<file path="src/rtl/core/arpc_pkg.sv">
// Shared types and constants for the ARP cache and responder.
`default_nettype none

package arpc_pkg;

   localparam int ARPC_CACHE_ENTRIES = 64;

   // ARP header constants
   localparam logic [15:0] HW_ETHERNET = 16'h0001;
   localparam logic [15:0] PROTO_IPV4  = 16'h0800;
   localparam logic [15:0] OP_REQUEST  = 16'h0001;

   // result status codes
   localparam logic [2:0] STATUS_HANDLED  = 3'd0;
   localparam logic [2:0] STATUS_RESOLVED = 3'd1;
   localparam logic [2:0] STATUS_REQUEST  = 3'd2;
   localparam logic [2:0] STATUS_NO_IFACE = 3'd3;
   localparam logic [2:0] STATUS_DROPPED  = 3'd4;

   // configuration register indexes
   localparam logic [1:0] CSR_OWN_IP        = 2'd0;
   localparam logic [1:0] CSR_OWN_MAC       = 2'd1;
   localparam logic [1:0] CSR_IFACE_PRESENT = 2'd2;

   typedef enum logic [1:0] {
      ST_IDLE,
      ST_PKT,
      ST_SCAN,
      ST_FIN
   } arpc_state_type;

   // controller to datapath
   typedef struct packed {
      logic capture;   // latch the accepted request
      logic scan;      // cache lookup in progress
      logic load;      // write result into the output register
   } arpc_cmd_type;

   // datapath to controller
   typedef struct packed {
      logic is_query;
      logic scan_done;
      logic out_free;
   } arpc_status_type;

endpackage

`default_nettype wire

</file>
<file path="src/rtl/core/arpc_ctrl.sv">
// Sequencer for the ARP cache: accept, learn or scan, and result hand-off.
`default_nettype none

module arpc_ctrl
   import arpc_pkg::*;
(
   input  wire logic            clock,
   input  wire logic            reset,
   input  wire logic            req_tvalid,
   output logic                 req_tready,
   input  wire arpc_status_type stat,
   output arpc_cmd_type         cmd
);

   arpc_state_type state_ff, state_in;

   always_ff @(posedge clock) begin
      if (reset) begin
         state_ff <= ST_IDLE;
      end else begin
         state_ff <= state_in;
      end
   end

   always_comb begin
      state_in    = state_ff;
      cmd.capture = 1'b0;
      cmd.scan    = 1'b0;
      cmd.load    = 1'b0;
      req_tready  = 1'b0;
      case (state_ff)
         ST_IDLE: begin
            req_tready = 1'b1;
            if (req_tvalid) begin
               cmd.capture = 1'b1;
               state_in    = ST_PKT;
            end
         end
         ST_PKT: begin
            // query branches into the lookup, packet goes straight to result
            if (stat.is_query) begin
               state_in = ST_SCAN;
            end else if (stat.out_free) begin
               cmd.load = 1'b1;
               state_in = ST_IDLE;
            end
         end
         ST_SCAN: begin
            cmd.scan = 1'b1;
            if (stat.scan_done) begin
               state_in = ST_FIN;
            end
         end
         ST_FIN: begin
            if (stat.out_free) begin
               cmd.load = 1'b1;
               state_in = ST_IDLE;
            end
         end
         default: begin
            state_in = ST_IDLE;
         end
      endcase
   end

endmodule

`default_nettype wire

</file>
<file path="config.mk">
export PLATFORM = sky130hd
export DESIGN_NAME = arpc_ctrl
export DESIGN_NICKNAME = d
export VERILOG_FILES = /design/src/rtl/core/arpc_pkg.sv /design/src/rtl/core/arpc_ctrl.sv
export SDC_FILE = /design/constraint.sdc
export NUM_CORES = 1
export LEC_CHECK = 0
export ABC_AREA = 1
export BUFFER_PORTS_ARGS = -buffer_cell sky130_fd_sc_hd__buf_2
export CAP_MARGIN = 10
export CORE_AREA = 2 2 39 41
export DETAILED_ROUTE_END_ITERATION = 12
export DIE_AREA = 0 0 41 43
export MAX_ROUTING_LAYER = met4
export PLACE_DENSITY = 0.37
export REMOVE_ABC_BUFFERS = 1
export SKIP_LAST_GASP = 1
export SLEW_MARGIN = 10
export SYNTH_ARGS = -nofsm -noshare
export SYNTH_HDL_FRONTEND = slang
export SYNTH_SLANG_ARGS = --single-unit
</file>
<file path="constraint.sdc">
create_clock -name clock -period 0.89 [get_ports clock]
set_input_delay 0.0445 -clock clock [delete_from_list [all_inputs] [get_ports clock]]
set_output_delay 0.0445 -clock clock [all_outputs]
set_load 0.01 [all_outputs]
</file>
==> results of run 1 <==
-- synthesized netlist by cell type --
master	n	share of area
sky130_fd_sc_hd__dfxtp_1	2	0.35
sky130_fd_sc_hd__a21oi_1	3	0.13
sky130_fd_sc_hd__inv_1	4	0.13
sky130_fd_sc_hd__nor2_1	3	0.098
sky130_fd_sc_hd__nand3_1	2	0.087
sky130_fd_sc_hd__nor3_1	1	0.043
sky130_fd_sc_hd__nand2_1	5	0.16
-- layer usage --
metal,routed length (µm),vias up,share of wire
li1,-,92,-
met5,0,-,0
met1,145,65,0.41
met3,35,0,0.099
met4,0,0,0
met2,173,6,0.49
-- path summary, 6_finish.rpt --
check                            from  depth (start not counted)  slack, ps                        to
max          state_ff[0]$_SDFFE_PP0P_                          2        -30                    cmd[2]
min                           stat[0]                          4        120  state_ff[0]$_SDFFE_PP0P_
max reg2reg  state_ff[0]$_SDFFE_PP0P_                          4        140  state_ff[0]$_SDFFE_PP0P_
min reg2reg  state_ff[0]$_SDFFE_PP0P_                          3        570  state_ff[0]$_SDFFE_PP0P_
-- what timing repair did --
action	in CTS	in global routing
setup endpoints to repair	4	4
setup buffers	1	0
hold endpoints to repair	1	0
hold buffers	1	0
resized for setup	7	2
pin swaps	1	0
-- cell usage in the layout (no fill, tap or decap) --
master                          instances
sky130_fd_sc_hd__nor2_1                 3
sky130_fd_sc_hd__a21oi_2                1
sky130_fd_sc_hd__nand2_4                1
sky130_fd_sc_hd__buf_4                  1
sky130_fd_sc_hd__nor3_2                 1
sky130_fd_sc_hd__clkbuf_4               3
sky130_fd_sc_hd__nand3_1                2
sky130_fd_sc_hd__inv_1                  3
sky130_fd_sc_hd__dlygate4sd3_1          1
sky130_fd_sc_hd__buf_2                  9
sky130_fd_sc_hd__nand2_1                4
sky130_fd_sc_hd__a21oi_1                2
sky130_fd_sc_hd__inv_2                  1
sky130_fd_sc_hd__dfxtp_4                2
-- kinds of logic (layout without fill, tap and decap cells) --
group	count (synthesis)	count (layout)	share of synthesized area
compound gates	3	3	0.1304
simple gates	11	11	0.3913
buf+inv	4	18	0.1304
flops	2	2	0.3478
-- power by group through the flow --
stage | registers (µW) | clock network (µW) | logic [µW]
3_5_place_dp | 114 | 0 | 77.4
5_1_grt | 120 | 218 | 106
4_1_cts | 117 | 214 | 92.5
6_report | 118 | 198 | 92.5
2_1_floorplan | 111 | 0 | 43.9
3_3_place_gp | 114 | 0 | 77.9
-- cell type report --
class	instances	share of cell area
clock buffer	3	0.09231
inverter	4	0.06154
multi-input combinational	14	0.3128
sequential	2	0.1949
timing repair buffer	11	0.2564
tap	16	0.08205
-- worst reg2reg max path: stages, from the launching register on --
cell and delay, ps:
sky130_fd_sc_hd__dfxtp_4 360, sky130_fd_sc_hd__nor2_1 130, sky130_fd_sc_hd__nand2_1 60, sky130_fd_sc_hd__nand2_1 50, sky130_fd_sc_hd__nor2_1 40
-- per-stage QoR --
stage	hold WS, ps	TNS [ps]
floorplan	113.6	0
global placement	228.9	0
detailed placement	232.7	0
CTS	94.16	-155.9
global route	131.6	-299.7
finish	120.1	-74.04
==> results.rst, run 1 <==
.. list-table::
   :header-rows: 1

   * - Metric
     - Value
   * - Final setup slack of the worst path
     - -32.67 ps
   * - Gate power share
     - 0.227
   * - CP Max Fanout
     - 7
   * - Worst IR drop on VDD
     - 260.3 µV
   * - Via count
     - 163
   * - H-tree levels
     - 1
   * - Synthesized area divided by synthesized cell count
     - 5.756 µm²
   * - Warnings, synthesis
     - 0
   * - Clock-pin slew on the worst setup and hold paths
     - 30 ps
   * - Internal Pwr Total
     - 295.3 µW
   * - Buf+Inv Stages, Crit Path
     - 1
   * - Layout-stage area growth over the synthesis result
     - 112.0%
   * - Busiest grt layer
     - met4
   * - Final antenna-violating net count
     - 0
   * - Final HPWL from detailed placement
     - 261 µm
   * - Cell chain of the critical path
     - nor3_2 > buf_2
   * - # placed instances
     - 45
   * - Number of buffers added by the clock tree synthesis step
     - 3
   * - Max reg flops
     - 2
   * - Kind of start point of the critical path
     - register
   * - Total I/O pin count
     - 10
   * - Registers with the most flip-flops
     - state_ff (2)
   * - Final Routed Wirelength
     - 355 µm
   * - FF+latch area
     - 47.55 µm²
   * - Met2 capacity usage during global routing
     - 0.06563
   * - Fin. Hold Viols
     - 0
   * - Net switching fraction of the power
     - 0.2756
   * - Clock network latency to the later pin of the worst-skew pair
     - 220 ps
   * - Clock period minus final worst setup slack
     - 922.7 ps
   * - Crit Path Class
     - reg2out
   * - Pin count of the biggest net entering global routing
     - 8
   * - Horizontal die dimension
     - 41 µm
   * - Core occupancy in the finished layout
     - 0.1763
   * - Global route total overflow
     - 0
   * - Max stage delay on crit path
     - 360 ps
   * - Required time of the critical path
     - 850 ps
   * - Number of vias per cell after detailed routing
     - 3.260
   * - Count of state elements after synthesis
     - 2
   * - Number of global-route vias before repair
     - 149
   * - Met1 routing resource usage after global routing
     - 0.04792
   * - Largest clock skew in the final design
     - 1.157 ps
   * - Final instance area
     - 244.0 µm²
   * - Library cells used by synthesis
     - 7
   * - TritonCTS clock tree
     - built
   * - Final Total Pwr
     - 407.7 µW
   * - CTS root buf
     - sky130_fd_sc_hd__clkbuf_4
   * - Leakage
     - 0.0001295 µW
   * - Placed cell areas
     - 180.2 µm²
   * - Period Utilization, post-route
     - 1.037
   * - Path category of the worst min-delay check
     - in2reg
   * - Wire length of the first global-routing pass
     - 572 µm
   * - Violated checks
     - setup timing
   * - Post-layout nets
     - 42
   * - Critical path's top delay family
     - flip-flops
   * - Actual slew at the worst max-slew pin
     - 117.6 ps
   * - Highest clock rate
     - 1084 MHz
   * - Length of the first detailed-routing pass in iterations
     - 2
   * - Power density relative to cell area
     - 1671 nW/µm²
   * - Data arrival time of the critical path
     - 880 ps
   * - Clock buffer depth
     - 2
   * - Register with the highest flop count
     - state_ff
   * - Area of combinational cells with multiple inputs
     - 76.32 µm²
   * - Sequential area share after synthesis
     - 0.3478
   * - Sequential power share
     - 0.288
   * - # fillers
     - 165
   * - Number of antenna violations at the first check in global routing
     - 0
   * - Die Area
     - 1763 µm²
   * - Setup crit end kind
     - output port
   * - Mapped Cells
     - 20
   * - Global routing usage on met3
     - 0.04712
   * - Number of sinks on the clock net
     - 2
   * - Area of the mapped netlist
     - 115.1 µm²
   * - Routed WL per cell
     - 7.100 µm
   * - Reported net switching power
     - 112.4 µW
   * - Remaining design rule violation count
     - 0
   * - Max-cap violation count
     - 0
   * - Library cell contributing the largest single delay on the critical path
     - sky130_fd_sc_hd__dfxtp_4
   * - Max-slew violation count
     - 0
   * - GRT Total Usage
     - 0.05852
   * - Final setup fails
     - 3
   * - Starting density of the core
     - 0.08318
   * - Pre-CTS worst setup slack
     - 65.17 ps
   * - Placeable core region
     - 1384 µm²
   * - Share of post-route cells with drive strength above 1
     - 0.5588
   * - Die outline height
     - 43 µm
   * - First DRT Iteration DRCs
     - 2
   * - Final std cells w/o fill
     - 50
   * - Clock power share
     - 0.485
   * - Worst max-slew margin expressed relative to the limit
     - 0.9213
   * - Quantity of I/O buffers inserted on ports
     - 9
   * - GPL Wtd Cong
     - 0.5273
   * - Number of placement rows
     - 14
   * - Unrepaired setup endpoints after global routing
     - yes
   * - Antenna diodes
     - 0
   * - Status
     - finished with violations
Note: power is estimated with default switching activity, not from simulation.
==> run 2, diff against run 1 <==
--- a/config.mk
+++ b/config.mk
@@ -12,7 +12,7 @@
 export DETAILED_ROUTE_END_ITERATION = 12
 export DIE_AREA = 0 0 41 43
 export MAX_ROUTING_LAYER = met4
-export PLACE_DENSITY = 0.37
+export PLACE_DENSITY_LB_ADDON = 0.3
 export REMOVE_ABC_BUFFERS = 1
 export SKIP_LAST_GASP = 1
 export SLEW_MARGIN = 10
==> constraint.sdc (replaced) <==
create_clock -name clock -period 0.8 [get_ports clock]
set_input_delay 0.04 -clock clock [delete_from_list [all_inputs] [get_ports clock]]
set_output_delay 0.04 -clock clock [all_outputs]
set_load 0.01 [all_outputs]
==> run 2 against run 1 <==
  * The flow still finishes with violations (setup timing)
  * Critical endpoint is now cmd[0]
  * Highest routed layer unchanged
  * Via count rose by 12%
  * Critical path depth rose by 1
  * Sequential power rose by 12%
  * Routed wire length fell by 1.4%
  * Final area rose by 3.1%
  * Count of clock-buffer cells in the layout did not move
==> results.rst, run 2 (synthesized netlist as in run 1, its figures left out) <==
.. list-table::
   :header-rows: 1

   * - Metric
     - Value
   * - Status
     - finished with violations
   * - Violated checks
     - setup timing
   * - Path category of the worst min-delay check
     - in2reg
   * - Number of placement rows
     - 14 (unchanged)
   * - Number of global-route vias before repair
     - 157 (+5.4%)
   * - Setup crit end kind
     - output port
   * - Reported net switching power
     - 129.6 µW (+15%)
   * - Die Area
     - 1763 µm² (unchanged)
   * - Fin. Hold Viols
     - 0 (unchanged)
   * - # fillers
     - 164 (-0.61%)
   * - Final instance area
     - 251.5 µm² (+3.1%)
   * - Leakage
     - 0.0001346 µW (+4.0%)
   * - Final Routed Wirelength
     - 350 µm (-1.4%)
   * - Hold Path Sink
     - state_ff[0]$_SDFFE_PP0P_
   * - Accumulated negative setup slack
     - -398.0 ps (-324.0 ps)
   * - Global routing usage on met3
     - 0.06283 (+0.01571)
   * - # placed instances
     - 45 (unchanged)
   * - Placed cell areas
     - 180.2 µm² (unchanged)
   * - Worst IR drop on VDD
     - 392.4 µV (+51%)
   * - Final std cells w/o fill
     - 51 (+2.0%)
   * - GPL Wtd Cong
     - 0.5257 (-0.30%)
   * - Share of post-route cells with drive strength above 1
     - 0.5714 (+0.01261)
   * - Length of the first detailed-routing pass in iterations
     - 2 (unchanged)
   * - Number of buffers added by the clock tree synthesis step
     - 3 (unchanged)
   * - Layout-stage area growth over the synthesis result
     - 118.5%
   * - H-tree levels
     - 1 (unchanged)
   * - Antenna diodes
     - 0 (unchanged)
   * - Clock-pin slew on the worst setup and hold paths
     - 30 ps (about the same)
   * - Net switching fraction of the power
     - 0.2799 (+0.004288)
   * - Highest clock rate
     - 1076 MHz
   * - Pin count of the biggest net entering global routing
     - 8 (unchanged)
   * - Register with the highest flop count
     - state_ff
   * - Post-layout nets
     - 43 (+2.4%)
   * - Sequential power share
     - 0.284 (-0.004)
   * - Largest clock skew in the final design
     - 4.344 ps (+3.186 ps)
   * - Clock buffer depth
     - 2 (unchanged)
   * - Clock network latency to the later pin of the worst-skew pair
     - 220 ps (about the same)
   * - Core occupancy in the finished layout
     - 0.1817 (+0.005425)
   * - End of the worst register-to-register path
     - state_ff[1]$_SDFFE_PP0P_
   * - Registers with the most flip-flops
     - state_ff (2)
   * - Worst max-slew margin expressed relative to the limit
     - 0.9179 (-0.003463)
   * - Final antenna-violating net count
     - 0 (unchanged)
   * - Gate power share
     - 0.233 (+0.006)
   * - Kind of start point of the critical path
     - register
   * - Number of sinks on the clock net
     - 2 (unchanged)
   * - Final HPWL from detailed placement
     - 257.5 µm (-1.3%)
   * - Required time of the critical path
     - 760 ps (-90 ps)
   * - Depth of the worst register-to-register path
     - 4 (unchanged)
   * - Routed WL per cell
     - 6.863 µm (-3.3%)
   * - Internal Pwr Total
     - 333.3 µW (+13%)
   * - Actual slew at the worst max-slew pin
     - 123.2 ps (+5.629 ps)
   * - Quantity of I/O buffers inserted on ports
     - 9 (unchanged)
   * - Final setup fails
     - 4 (+1)
   * - Worst R2R Setup Slack
     - 20 ps (-120 ps)
   * - Starting density of the core
     - 0.08318 (unchanged)
   * - Die outline height
     - 43 µm (unchanged)
   * - Max stage delay on crit path
     - 380 ps (+20 ps)
   * - Worst r2r src
     - state_ff[0]$_SDFFE_PP0P_
   * - Met2 capacity usage during global routing
     - 0.06875 (+0.003125)
   * - Number of instances on the worst hold path
     - 4 (unchanged)
   * - Clock power share
     - 0.483 (-0.002)
   * - Unrepaired setup endpoints after global routing
     - yes
   * - Placeable core region
     - 1384 µm² (unchanged)
   * - CTS root buf
     - sky130_fd_sc_hd__clkbuf_4
   * - Final setup slack of the worst path
     - -129.0 ps (-96.37 ps)
   * - Most frequent standard cell in the layout excluding fill and tap cells
     - sky130_fd_sc_hd__buf_2
   * - Number of vias per cell after detailed routing
     - 3.569 (+9.5%)
   * - Crit Path Class
     - reg2out
   * - Clock period minus final worst setup slack
     - 929.0 ps
   * - Met1 routing resource usage after global routing
     - 0.04777 (-0.0001526)
   * - TritonCTS clock tree
     - built
   * - CP Max Fanout
     - 7 (unchanged)
   * - Total I/O pin count
     - 10 (unchanged)
   * - Wire length of the first global-routing pass
     - 593 µm (+3.7%)
   * - Max-slew violation count
     - 0 (unchanged)
   * - Period Utilization, post-route
     - 1.161
   * - Global route total overflow
     - 0 (unchanged)
   * - Number of antenna violations at the first check in global routing
     - 0 (unchanged)
   * - Max-cap violation count
     - 0 (unchanged)
   * - Via count
     - 182 (+12%)
   * - First DRT Iteration DRCs
     - 2 (unchanged)
   * - Remaining design rule violation count
     - 0 (unchanged)
   * - Busiest grt layer
     - met2
   * - Max reg flops
     - 2 (unchanged)
   * - Data arrival time of the critical path
     - 890 ps (about the same)
   * - Most used cells in the layout excluding fill and tap cells
     - sky130_fd_sc_hd__buf_2, sky130_fd_sc_hd__nand2_1, sky130_fd_sc_hd__nor2_1, sky130_fd_sc_hd__inv_1, sky130_fd_sc_hd__clkbuf_4
   * - Cell chain of the critical path
     - nand2_4 > a21oi_2 > buf_2
   * - Worst Hold Launch
     - reset
   * - GRT Total Usage
     - 0.05949 (+0.0009656)
   * - Power density relative to cell area
     - 1841 nW/µm² (+10%)
   * - Library cell contributing the largest single delay on the critical path
     - sky130_fd_sc_hd__dfxtp_4
   * - Horizontal die dimension
     - 41 µm (unchanged)
## run 2: how the worst max path moves through the flow
stage	start	end	slack, ps	cells after the start
2_1_floorplan	state_ff[0]$_SDFFE_PP0P_	state_ff[0]$_SDFFE_PP0P_	-30	4
3_3_place_gp	state_ff[0]$_SDFFE_PP0P_	cmd[0]	-40	3
3_5_place_dp	state_ff[0]$_SDFFE_PP0P_	cmd[0]	-20	3
4_1_cts	state_ff[0]$_SDFFE_PP0P_	cmd[0]	-150	3
5_1_grt	state_ff[0]$_SDFFE_PP0P_	cmd[0]	-190	3
6_report	state_ff[0]$_SDFFE_PP0P_	cmd[0]	-130	3
## run 2: metrics by stage
step | hold WS, ps | power, µW | setup WS [ps]
floorplan | 109.1 | 172.6 | -31.27
global placement | 222.3 | 212.9 | -44.68
detailed placement | 225.2 | 213.3 | -23.29
CTS | 55.84 | 472.6 | -145.4
global route | 81.95 | 511.3 | -187.1
finish | 61.61 | 462.9 | -129.0
## run 2: power by group through the flow
| stage | Clock (µW) | Sequential (µW) | Combinational, µW |
|---|---|---|---|
| after detailed placement | 0 | 128 | 85.7 |
| after CTS | 240 | 131 | 102 |
| after global placement | 0 | 128 | 84.9 |
| after floorplan | 0 | 124 | 48.9 |
| after global routing | 253 | 133 | 125 |
| final | 223 | 132 | 108 |
## run 2: layout make-up
cell class | count | area, µm² | share of cell area
clock buffer | 3 | 22.52 | 0.08955
inverter | 4 | 15.01 | 0.05970
multi-input combinational | 14 | 76.32 | 0.3035
sequential | 2 | 47.55 | 0.1891
tap | 16 | 20.02 | 0.07960
timing repair buffer | 12 | 70.07 | 0.2786
## run 2: timing repair
action | in CTS | in global routing
pin swaps | 0 | 1
setup buffers | 1 | 1
gates resized for setup | 7 | 2
hold buffers | 1 | 0
hold endpoints to repair | 1 | 0
setup endpoints to repair | 5 | 5
## run 2: routing by layer
layer,vias up,wire length [µm]
met2,6,179
met4,0,0
li1,95,-
met5,-,0
met1,81,128
met3,0,42
## run 2: critical path: cells and delay by family, from the launching register on
| family | cells | cell delay, ps |
|---|---|---|
| buffers and inverters | 1 | 130 |
| AO/OA/AOI/OAI | 1 | 90 |
| flip-flops | 1 | 380 |
| AND/OR/NAND/NOR | 1 | 60 |
